--- src/hdl/siq_pkg.sv ---
// shared types and constants for the sorted insert queue
package siq_pkg;

  localparam int DEPTH_DEF     = 16;
  localparam int TIME_BITS_DEF = 16;
  localparam int ID_BITS_DEF   = 8;

  localparam int KIND_BITS   = 3;
  localparam int STATUS_BITS = 2;

  typedef enum logic [KIND_BITS-1:0] {
    KIND_SORTED     = 3'd0,
    KIND_PUSH_FRONT = 3'd1,
    KIND_PUSH_BACK  = 3'd2,
    KIND_POP_FRONT  = 3'd3,
    KIND_POP_BACK   = 3'd4
  } kind_t;

  typedef enum logic [STATUS_BITS-1:0] {
    STATUS_DONE  = 2'd0,
    STATUS_FULL  = 2'd1,
    STATUS_EMPTY = 2'd2
  } status_t;

  // control broadcast to every cell of the row
  typedef struct packed {
    logic insert;      // an entry goes in this cycle
    logic remove;      // head leaves, all cells move down one place
    logic push_front;  // insert position is the head
    logic push_back;   // insert position is the first free cell
  } cell_ctl_t;

endpackage

--- src/hdl/siq_cell.sv ---
// one queue cell: holds an entry and trades it with its neighbors
module siq_cell import siq_pkg::*; #(
  parameter int TIME_BITS = TIME_BITS_DEF,
  parameter int ID_BITS   = ID_BITS_DEF
) (
  input  logic                 clk,
  input  cell_ctl_t            ctl,
  input  logic                 occupied,
  input  logic [TIME_BITS-1:0] new_time,
  input  logic [ID_BITS-1:0]   new_id,
  input  logic [TIME_BITS-1:0] left_time,
  input  logic [ID_BITS-1:0]   left_id,
  input  logic [TIME_BITS-1:0] right_time,
  input  logic [ID_BITS-1:0]   right_id,
  input  logic                 found_in,
  output logic [TIME_BITS-1:0] cell_time,
  output logic [ID_BITS-1:0]   cell_id,
  output logic                 found_out
);

  logic hit;

  // this cell is a candidate insert position
  always_comb begin
    priority if (ctl.push_front) begin
      hit = 1'b1;
    end else if (ctl.push_back) begin
      hit = !occupied;
    end else begin
      hit = !occupied || (cell_time >= new_time);
    end
  end

  // position found here or in some cell closer to the head
  assign found_out = found_in || hit;

  // shift up behind the insert point, take the new entry at it, shift down on pop
  always_ff @(posedge clk) begin
    if (ctl.insert) begin
      if (found_in) begin
        cell_time <= left_time;
        cell_id   <= left_id;
      end else if (hit) begin
        cell_time <= new_time;
        cell_id   <= new_id;
      end
    end else if (ctl.remove) begin
      cell_time <= right_time;
      cell_id   <= right_id;
    end
  end

endmodule

--- src/hdl/sorted_insert_queue_top.sv ---
// top level of the sorted insert queue: command decode, count and cell row
//
// A bounded queue of (start time, process id) entries held in a row of cells,
// head in the first cell. Commands arrive on start with kind, start_time and
// process_id; a command transfers at a rising edge with start high and busy
// low. busy stays low: every cell compares its key against the new one in
// parallel and the first matching cell is found through a neighbor-to-neighbor
// chain, so one command is taken every cycle.
// Kinds: sorted insert (before the first entry with an equal or larger time,
// else at the tail), push front, push back, pop front, pop back.
// Each command gives one result in the next cycle, shown for exactly one cycle
// with done high: head entry after the command, the entry count and a status
// (done, rejected because full, pop ignored because empty). The receiver
// cannot stall; a result must be taken in the cycle it is shown.
// Throughput is one command per cycle, set by the
// insert-position chain across the cells.
// Reset empties the queue and clears done; cell contents are not cleared.
module sorted_insert_queue_top import siq_pkg::*; #(
  parameter int DEPTH      = DEPTH_DEF,
  parameter int TIME_BITS  = TIME_BITS_DEF,
  parameter int ID_BITS    = ID_BITS_DEF,
  parameter int COUNT_BITS = $clog2(DEPTH + 1)
) (
  input  logic                   clk,
  input  logic                   rst,
  input  logic                   start,
  output logic                   busy,
  input  logic [KIND_BITS-1:0]   kind,
  input  logic [TIME_BITS-1:0]   start_time,
  input  logic [ID_BITS-1:0]     process_id,
  output logic                   done,
  output logic                   head_valid,
  output logic [TIME_BITS-1:0]   head_time,
  output logic [ID_BITS-1:0]     head_process,
  output logic [COUNT_BITS-1:0]  entry_count,
  output logic [STATUS_BITS-1:0] status
);

  logic [COUNT_BITS-1:0] count;
  logic [COUNT_BITS-1:0] count_next;
  status_t               status_q;
  status_t               status_next;
  cell_ctl_t             ctl;
  logic                  accept;
  logic                  full;
  logic                  empty;

  logic [TIME_BITS-1:0]  cell_time [DEPTH];
  logic [ID_BITS-1:0]    cell_id   [DEPTH];
  logic                  found     [DEPTH];

  assign busy   = 1'b0;
  assign accept = start && !busy;
  assign full   = (count == COUNT_BITS'(DEPTH));
  assign empty  = (count == '0);

  // command decode
  always_comb begin
    ctl         = '0;
    count_next  = count;
    status_next = STATUS_DONE;
    if (accept) begin
      unique case (kind_t'(kind))
        KIND_SORTED, KIND_PUSH_FRONT, KIND_PUSH_BACK: begin
          if (full) begin
            status_next = STATUS_FULL;
          end else begin
            ctl.insert     = 1'b1;
            ctl.push_front = (kind_t'(kind) == KIND_PUSH_FRONT);
            ctl.push_back  = (kind_t'(kind) == KIND_PUSH_BACK);
            count_next     = count + 1'b1;
          end
        end
        KIND_POP_FRONT, KIND_POP_BACK: begin
          if (empty) begin
            status_next = STATUS_EMPTY;
          end else begin
            ctl.remove = (kind_t'(kind) == KIND_POP_FRONT);
            count_next = count - 1'b1;
          end
        end
        default: begin
          status_next = STATUS_DONE;
        end
      endcase
    end
  end

  // count and result strobe
  always_ff @(posedge clk) begin
    if (rst) begin
      count <= '0;
      done  <= 1'b0;
    end else begin
      count <= count_next;
      done  <= accept;
    end
  end

  // result status, loaded per transfer
  always_ff @(posedge clk) begin
    if (accept) begin
      status_q <= status_next;
    end
  end

  // row of cells, head at index 0
  for (genvar i = 0; i < DEPTH; i++) begin : g_cell
    logic                 found_in;
    logic [TIME_BITS-1:0] left_time;
    logic [ID_BITS-1:0]   left_id;
    logic [TIME_BITS-1:0] right_time;
    logic [ID_BITS-1:0]   right_id;

    if (i == 0) begin : g_first
      assign found_in  = 1'b0;
      assign left_time = start_time;
      assign left_id   = process_id;
    end else begin : g_inner
      assign found_in  = found[i-1];
      assign left_time = cell_time[i-1];
      assign left_id   = cell_id[i-1];
    end

    if (i == DEPTH - 1) begin : g_last
      assign right_time = cell_time[i];
      assign right_id   = cell_id[i];
    end else begin : g_mid
      assign right_time = cell_time[i+1];
      assign right_id   = cell_id[i+1];
    end

    siq_cell #(
      .TIME_BITS (TIME_BITS),
      .ID_BITS   (ID_BITS)
    ) u_cell (
      .clk        (clk),
      .ctl        (ctl),
      .occupied   (COUNT_BITS'(i) < count),
      .new_time   (start_time),
      .new_id     (process_id),
      .left_time  (left_time),
      .left_id    (left_id),
      .right_time (right_time),
      .right_id   (right_id),
      .found_in   (found_in),
      .cell_time  (cell_time[i]),
      .cell_id    (cell_id[i]),
      .found_out  (found[i])
    );
  end

  // result fields: head entry from the head cell, count and status
  assign head_valid   = !empty;
  assign head_time    = empty ? '0 : cell_time[0];
  assign head_process = empty ? '0 : cell_id[0];
  assign entry_count  = count;
  assign status       = status_q;

endmodule
--- config.mk ---
export PLATFORM = sky130hd
export DESIGN_NAME = sorted_insert_queue_top
export DESIGN_NICKNAME = d
export VERILOG_FILES = /design/src/hdl/siq_pkg.sv /design/src/hdl/siq_cell.sv /design/src/hdl/sorted_insert_queue_top.sv
export SDC_FILE = /design/constraint.sdc
export NUM_CORES = 1
export LEC_CHECK = 0
export CELL_PAD_IN_SITES_DETAIL_PLACEMENT = 0
export CELL_PAD_IN_SITES_GLOBAL_PLACEMENT = 1
export CORE_ASPECT_RATIO = 1.1
export CORE_MARGIN = 4
export CORE_UTILIZATION = 50
export DETAILED_ROUTE_END_ITERATION = 10
export DONT_BUFFER_PORTS = 1
export HOLD_SLACK_MARGIN = 0.05
export PLACE_DENSITY_LB_ADDON = 0.1
export SKIP_CTS_REPAIR_TIMING = 1
export SLEW_MARGIN = 20
export SYNTH_ARGS = -nofsm -noshare
export SYNTH_HDL_FRONTEND = slang
export SYNTH_SLANG_ARGS = --single-unit
--- constraint.sdc ---
create_clock -name clk -period 6.12 [get_ports clk]
set_input_delay 0.612 -clock clk [delete_from_list [all_inputs] [get_ports clk]]
set_output_delay 0.612 -clock clk [all_outputs]
set_load 0.01 [all_outputs]
==> results of run 1 <==
power by group through the flow:
stage	Clock, uW	Combinational [uW]	Sequential (uW)
floorplan	0	736	3290
global placement	0	1030	3370
detailed placement	0	1060	3370
CTS	2760	1060	3320
global route	2860	1200	3330
finish	2730	1080	3320
registers in the layout, indices dropped and copies added, names as in the netlist:
name and flops:
done 1, g_cell.u_cell.cell_id 128, entry_count 5, status 2
g_cell.u_cell.cell_time 256
worst max-delay path, delay by kind of cell (launching register included):
family	cells	cell delay, ns
adders and majority gates	1	0.29
buffers and inverters	4	1.09
and+or+nand+nor	5	1.85
AOI/OAI and AO/OA	3	1.24
DFF	1	0.45
logic make-up after synthesis:
kind of cell | after synthesis | synth area share
AO/OA/AOI/OAI | 741 | 0.173
AND/OR/NAND/NOR | 719 | 0.122
flip-flops | 392 | 0.457
adder cells (fa/ha/maj) | 259 | 0.126
buffers and inverters | 225 | 0.0344
multiplexers | 217 | 0.0859
XOR/XNOR | 3 | 0.00103
other | 1 | 0.000146
placed cells by master (no fill, tap or decap), types with 48 or more instances in the layout:
cell	n
sky130_fd_sc_hd__a21oi_1	165
sky130_fd_sc_hd__buf_4	67
sky130_fd_sc_hd__clkbuf_16	49
sky130_fd_sc_hd__edfxtp_1	386
sky130_fd_sc_hd__ha_1	259
sky130_fd_sc_hd__inv_1	48
sky130_fd_sc_hd__mux2i_1	193
sky130_fd_sc_hd__nand2_1	403
sky130_fd_sc_hd__nand3_1	48
sky130_fd_sc_hd__nor2_1	132
sky130_fd_sc_hd__o211ai_1	121
sky130_fd_sc_hd__o21ai_0	299
cell type report:
type                       count  area (um2)  area share
clock buffer                  65        1330      0.0473
timing repair buffer          72         618      0.0221
tap                          660         826      0.0295
sequential                   392       11700       0.418
clock inverter                15         118     0.00420
inverter                      48         180     0.00643
multi-input combinational   1940       13200       0.472
per-layer routing:
metal	global-route usage	part of all wire	wire, um
met1	0.399	0.41	35300
met3	0.0415	0.062	5390
met2	0.516	0.48	41500
met4	0.142	0.052	4520
met5	0	0	0
through the flow:
| step | area (um2) | setup WS, ns | util | hold slack [ns] | total power (uW) |
|---|---|---|---|---|---|
| floorplan | 25600 | 1.04 | - | 0.514 | 4030 |
| global placement | 26500 | 0.909 | 0.527 | 0.535 | 4400 |
| detailed placement | 26500 | 0.806 | 0.527 | 0.540 | 4430 |
| CTS | 28000 | 0.990 | 0.555 | 0.0638 | 7140 |
| global route | 28000 | 0.476 | 0.556 | 0.0770 | 7390 |
| finish | 28000 | 0.909 | 0.556 | 0.0876 | 7120 |
worst paths after layout:
kind	start	endpoint	slack, ns	depth (start not counted)
worst max-delay path	entry_count[0]$_SDFFE_PP0P_	g_cell[14].u_cell.cell_time[15]$_DFFE_PP_	0.91	13
worst min-delay path	rst	done$_SDFF_PP0_	0.09	1
worst max register to register	entry_count[0]$_SDFFE_PP0P_	g_cell[14].u_cell.cell_time[15]$_DFFE_PP_	0.91	13
worst min register to register	g_cell[15].u_cell.cell_id[6]$_DFFE_PP_	g_cell[14].u_cell.cell_id[6]$_DFFE_PP_	0.55	2
==> flow_results.org, run 1 <==
** Setup path
- The largest individual stage delay along the critical path comes from the cell sky130_fd_sc_hd__a2111oi_0.
- Cell repeated most along the worst path :: sky130_fd_sc_hd__buf_4
- Setup Crit Path Kind :: reg -> reg
- Critical Path Max Stage Delay :: 0.61 ns
- Required time reported for the critical path endpoint :: 6.44 ns
- Data arrives at the worst endpoint at 5.54 ns.
- The critical path goes through inv_1 -> ha_1 -> nor4bb_1 -> nor4b_1 -> buf_4 -> a2111oi_0 -> a32o_1 -> nand4_1 -> or4_1 -> nor4b_4 -> buf_4 -> a21oi_2 -> buf_4.
- Startpoint Class :: flop
- CP Max Fanout :: 26
- Worst Setup End Kind :: flop

** Synth
- Async SR Flop Fraction :: 0
- The number of nets handed over by synthesis was about 2800.
- Cell taking the most area after synthesis :: sky130_fd_sc_hd__edfxtp_1
- The share of synthesized area in the top cell type comes to 0.452.
- For this run, the register share of the synthesized area comes to 0.457.
- Most common cell in the synthesized netlist :: sky130_fd_sc_hd__nand2_1
- In this run the cell area of the synthesized design comes to approximately 26000 um2.
- For this run, the number of Yosys warnings is 0.
- The commonest cells after synthesis are 404 x sky130_fd_sc_hd__nand2_1, 386 x sky130_fd_sc_hd__edfxtp_1, 299 x sky130_fd_sc_hd__o21ai_0, 259 x sky130_fd_sc_hd__ha_1, 193 x sky130_fd_sc_hd__mux2i_1.
- Synth cell types :: 69
- Count of flip-flops with a built-in enable after synthesis :: 386
- Gate Count Post-Synth :: 2557
- Average size of a mapped cell :: 10.0 um2
- After synthesis, the cell types taking the most area are sky130_fd_sc_hd__edfxtp_1 45%, sky130_fd_sc_hd__ha_1 13%, sky130_fd_sc_hd__mux2i_1 7.5%.
- Counting flops and latches in the post-synthesis netlist gives 392.
- In the synthesized netlist the dominant register cell turns out to be sky130_fd_sc_hd__edfxtp_1.

** Final layout
- The count of cells in the finished layout, fillers not included, comes to 3192.
- The layout has 4483 filler cells.
- In the final layout, the share of cells above drive strength 1 is 0.0679.
- For this run, the post-layout net count is approximately 2800.
- The area growth from synthesis to layout is 9.31%.
- Inserted Diodes :: 0

** Global routing
- Entering global routing, the biggest net connects 109 pins.
- Grt ovf :: 0
- The number of global-route vias before repair is 20574.
- Total global routing track utilization :: 0.308
- Wire length of the first global-routing pass :: between 100000 and 150000 um
- Number of antenna violations at the first check in global routing :: 4

** Timing
- For the final routed database, the setup TNS stands at 0 ns.
- Setup repair after global routing left no endpoint under its margin.
- At the pin with the least slew margin, the transition time is 1.06 ns.
- Max Transition Viols Final :: 0
- Layout Skew :: 0.0132 ns
- Setup violations remaining at the end of the flow were counted as 0.
- Final worst path period need :: between 5 and 6 ns
- The count of final hold-check violations came to 0.
- The worst pin sits at a relative slew slack of 0.293.
- Max Clock Freq :: between 150 and 200 MHz
- In the finished design, the share of the clock period the worst path needs comes to 0.851.

** Placed design
- Input and output buffers added on the ports amount to 0.
- GP Congestion :: 0.946
- After detailed placement, the design holds a cell count of 3110.
- HPWL after detailed placement :: 63100 um

** Die
- Number of rows in the core area :: 86
- The die is 245 um tall.
- Num ports :: 64
- From left edge to right edge, the die measures 224 um.
- For this configuration, the core starts out at a cell density of 0.509.
- Placeable core region :: 50400 um2
- The floorplan step defined a die boundary enclosing 54900 um2.

** Routing
- Post-route DRC violation count :: 0
- After detailed routing, the average wire length per cell comes to about 27 um.
- Routed Antenna Nets :: 0
- Detailed Routing Iterations Pass 1 :: 5
- In this run, the number of DRC markers left after iteration 0 of detailed routing was around 2200.
- The final route contains 20714 vias.
- Routed vias/inst :: 6.49
- WL final :: just under 90000 um

** Power and ir drop
- Cell leakage power :: 0.0109 uW
- The internal power of the cells totals a little over 5000 uW.
- Fraction of power consumed by the clock network :: 0.383
- VDD sags by at most 0.229 mV.
- Power Density :: 254 nW/um2
- Power share of the sequential group :: 0.466
- The share of total power dissipated in combinational logic is 0.151.
- Switching power share of the total :: 0.280
- The analysis attributes to net switching a power of 2000 uW.

** Job
- Number of max-cap violations :: 0

** CTS
- TritonCTS built the clock tree.
- Clock root cell :: sky130_fd_sc_hd__clkbuf_16
- TritonCTS Sinks :: 392
- TritonCTS Buffers :: 46
- Maximum clock insertion buffer count :: 3
- Clock-pin slew was measured on the worst setup and hold paths at 0.06 ns.
- The clock reaches the later pin of the worst-skew pair after 0.59 ns.
- In this run the number of H-tree levels came out at 2.

** Outcome
- The run finished with clean final reports.

** Min path
- The path class of the tightest hold or removal check is in -> reg.
Power figures use the tool's default switching activity.
==> run 2, diff against run 1 <==
--- a/config.mk
+++ b/config.mk
@@ -15,7 +15,7 @@
 export HOLD_SLACK_MARGIN = 0.05
 export PLACE_DENSITY_LB_ADDON = 0.1
 export SKIP_CTS_REPAIR_TIMING = 1
-export SLEW_MARGIN = 20
+export SLEW_MARGIN = 40
 export SYNTH_ARGS = -nofsm -noshare
 export SYNTH_HDL_FRONTEND = slang
 export SYNTH_SLANG_ARGS = --single-unit
==> constraint.sdc (replaced) <==
create_clock -name clk -period 5.95 [get_ports clk]
set_input_delay 0.595 -clock clk [delete_from_list [all_inputs] [get_ports clk]]
set_output_delay 0.595 -clock clk [all_outputs]
set_load 0.01 [all_outputs]
==> run 2 against run 1 <==
Clock skew is 0.011 ns higher. Sequential share of layout area shrank 0.19 points. Die area stayed put. Maximum frequency fell by 0.91%. Register-to-register slack lost 0.22 ns. Largest power group unchanged.
==> flow_results.org, run 2 (synthesis gave the netlist of run 1 again) <==
** Global routing
- The initial antenna violation count was 1 (-3).
- Grt ovf :: 0 (unchanged)
- Maximum number of pins on one net before global-route repair :: 231 (+110%)
- Via count of the first global-routing pass :: 20717 (+0.70%)
- Wire length of the first global-routing pass :: 135000 um (+3.9%)
- The global routing usage summed across all routing layers came to 0.324 (+0.0162).

** Min path
- The startpoint identified for the worst hold timing path is rst.
- Number of cells on the worst hold path :: 1 (unchanged)
- The worst hold path terminates at entry_count[2]$_SDFFE_PP0P_.
- The min-delay analysis places its worst path in the category in -> reg.

** Timing
- Max Transition Viols Final :: 0 (unchanged)
- The summed negative setup slack over all endpoints is 0 ns (unchanged).
- The highest achievable clock rate came to 190 MHz (-0.91%).
- The setup slack after layout came to 0.691 ns (-0.218 ns).
- The part of the cycle the worst path needs is 0.884 (+0.0324).
- The transition time of the tightest slew-check pin is 0.881 ns (-0.177 ns).
- Worst-case headroom to the max-slew limit :: 0.397 (+0.105)
- Setup repair after global routing left no endpoint under its margin.
- Layout Skew :: 0.0244 ns (+0.0112 ns)
- The setup violation total in the final timing report was 0 (unchanged).
- The count of final hold-check violations came to 0 (unchanged).
- The shortest clock period the worst path allows after layout is 5.26 ns (+0.0480 ns).

** Power and ir drop
- The total net switching power is 2080 uW (+4.2%).
- The internal power component was 5190 uW (+1.3%).
- The portion of total power attributed to sequential cells came to 0.470 (+0.004).
- The relative contribution of combinational cells to total power was 0.156 (+0.005).
- VDD IR max :: 0.219 mV (-4.6%)
- The relative contribution of the clock network to total power came to 0.374 (-0.009).
- Power Density :: 258 nW/um2 (+1.7%)
- Cell leakage power :: 0.0110 uW (+0.51%)
- The switching portion of total power is 0.286 (+0.00573).

** Routing
- The final antenna-violating net count was 0 (unchanged).
- The routed wirelength normalized by instance count is 28.3 um (+4.3%).
- The remaining routing DRC violations is 0 (unchanged).
- Detailed Routing Iterations Pass 1 :: 6 (+1)
- Routed vias/inst :: 6.53 (+0.57%)
- The detailed-route wire length came to 90800 um (+4.7%).
- The via count was 20910 (+0.95%).
- Initial DRC Count :: 2159 (-0.55%)

** Setup path
- The number of cells traversed by the worst register-to-register path is 13 (unchanged).
- Launch point of the worst reg-to-reg path :: g_cell[0].u_cell.cell_time[0]$_DFFE_PP_
- The highest cell delay on the worst timing path came to 0.75 ns (+0.14 ns).
- Setup Crit Path Kind :: reg -> reg
- Arrival time at the worst endpoint :: 5.58 ns (+0.04 ns)
- The required time at the endpoint of the critical path came to 6.27 ns (-0.17 ns).
- Traced cell by cell, the critical path runs through inv_1 -> ha_1 -> nand2b_1 -> a2111oi_0 -> a2111oi_0 -> or4_1 -> a211oi_4 -> buf_4 -> and4_1 -> nand3_1 -> buf_4 -> o211ai_1 -> o211ai_1.
- Startpoint Class :: flop
- The worst setup path is captured at a flop.
- The highest net fanout along the worst path came to 17 (-35%).
- In this run the critical register-to-register path is captured at g_cell[12].u_cell.cell_time[10]$_DFFE_PP_.
- On the critical path, the stage with the largest delay is an instance of sky130_fd_sc_hd__a2111oi_0.
- Setup slack of the worst register-to-register path :: 0.69 ns (-0.22 ns)
- The cell family contributing the most delay on the critical path is compound AO/OA/AOI/OAI gates.
- The count of buffering cells on the critical path with inverters included was 3 (-1).

** Final layout
- Inserted Diodes :: 0 (unchanged)
- Utilization of the core after routing :: 0.559 (+0.00248)
- Flip-flop count of the largest register after layout :: 256 (unchanged)
- The library cell used most frequently in the layout, excluding fill and tap cells, is sky130_fd_sc_hd__nand2_1.
- The design area was 28100 um2 (+0.45%).
- Compared with the post-synthesis result, the final layout area differs by 9.80%.
- The count of fill cells added during filler insertion is 4425 (-1.3%).
- Count of nets after finishing :: 2801 (+0.43%)
- Reg with most FFs :: g_cell.u_cell.cell_time
- Leading cell types in the layout, fill and taps excluded :: 403 x sky130_fd_sc_hd__nand2_1, 386 x sky130_fd_sc_hd__edfxtp_1, 299 x sky130_fd_sc_hd__o21ai_0
- Share of layout cells above drive strength 1 :: 0.0715 (+0.00361)

** CTS
- TritonCTS Buffers :: 46 (unchanged)
- Clock root cell :: sky130_fd_sc_hd__clkbuf_16
- Clock transition at the register clock pins on the worst setup and hold paths after CTS :: 0.06 ns (about the same)
- TritonCTS Sinks :: 392 (unchanged)
- The clock latency reported for the late side of the worst-skew pair came to 0.60 ns (about the same).
- TritonCTS clock tree :: done
- Maximum clock insertion buffer count :: 3 (unchanged)
- The number of levels the H-tree was split into came to 2 (unchanged).

** Placed design
- DP Area :: 26700 um2 (+0.76%)
- The count of port buffers added during placement came to 0 (unchanged).
- HPWL after detailed placement :: 65900 um (+4.4%)
- GP Congestion :: 0.954 (+0.85%)
- Worst slack at placement :: 0.816 ns (+0.0107 ns)

** Outcome
- Status :: finished clean

** Die
- The chip width was 224 um (unchanged).
- Starting density of the core :: 0.509 (unchanged)
- The number of rows created at floorplan is 86 (unchanged).
- Vertical extent of the die :: 245 um (unchanged)
- Placeable core region :: 50400 um2 (unchanged)
- The top-level port count is 64 (unchanged).
- The floorplan die area is 54900 um2 (unchanged).

** Job
- Number of max-cap violations :: 0 (unchanged)
## run 2: metrics by stage
stage	cells	hold slack [ns]	power (uW)
floorplan	2557	0.514	4150
global placement	3114	0.532	4540
detailed placement	3122	0.529	4580
CTS	3202	0.0383	7290
global route	3204	0.0516	7540
finish	3204	0.0559	7270
## run 2: worst max-delay path by stage
stage / startpoint / end / slack (ns) / cells after the start
after floorplan: start_time[10] / g_cell[14].u_cell.cell_id[0]$_DFFE_PP_ / 0.89 / 14
after global placement: start_time[9] / g_cell[9].u_cell.cell_time[13]$_DFFE_PP_ / 0.81 / 12
after detailed placement: start_time[1] / g_cell[10].u_cell.cell_time[2]$_DFFE_PP_ / 0.82 / 12
after CTS: g_cell[0].u_cell.cell_time[0]$_DFFE_PP_ / g_cell[12].u_cell.cell_time[10]$_DFFE_PP_ / 0.91 / 13
after global routing: entry_count[0]$_SDFFE_PP0P_ / g_cell[15].u_cell.cell_time[2]$_DFFE_PP_ / 0.61 / 13
final: g_cell[0].u_cell.cell_time[0]$_DFFE_PP_ / g_cell[12].u_cell.cell_time[10]$_DFFE_PP_ / 0.69 / 13
## run 2: routing by layer
metal  share of wire  vias up  track usage  routed length [um]
met4           0.064        2        0.173                5770
met2            0.47      965        0.535               42300
li1                -     9508            -                   -
met1            0.39    10175        0.406               35800
met3           0.076      260       0.0599                6860
met5        0.000088        -            0                   8
## run 2: power groups by stage
stage / clock (uW) / sequential (uW) / combinational [uW]
4_1_cts: 2750 / 3420 / 1120
3_3_place_gp: 0 / 3470 / 1070
6_report: 2720 / 3420 / 1130
2_1_floorplan: 0 / 3390 / 758
3_5_place_dp: 0 / 3470 / 1110
5_1_grt: 2860 / 3430 / 1250
## run 2: layout make-up
class	instances	area (um2)	area share
Inverter	48	180	0.00640
Clock inverter	16	98.8	0.00351
Multi-Input combinational cell	1940	13200	0.471
Clock buffer	64	1280	0.0456
Timing Repair Buffer	84	796	0.0283
Sequential cell	392	11700	0.416
Tap cell	660	826	0.0293
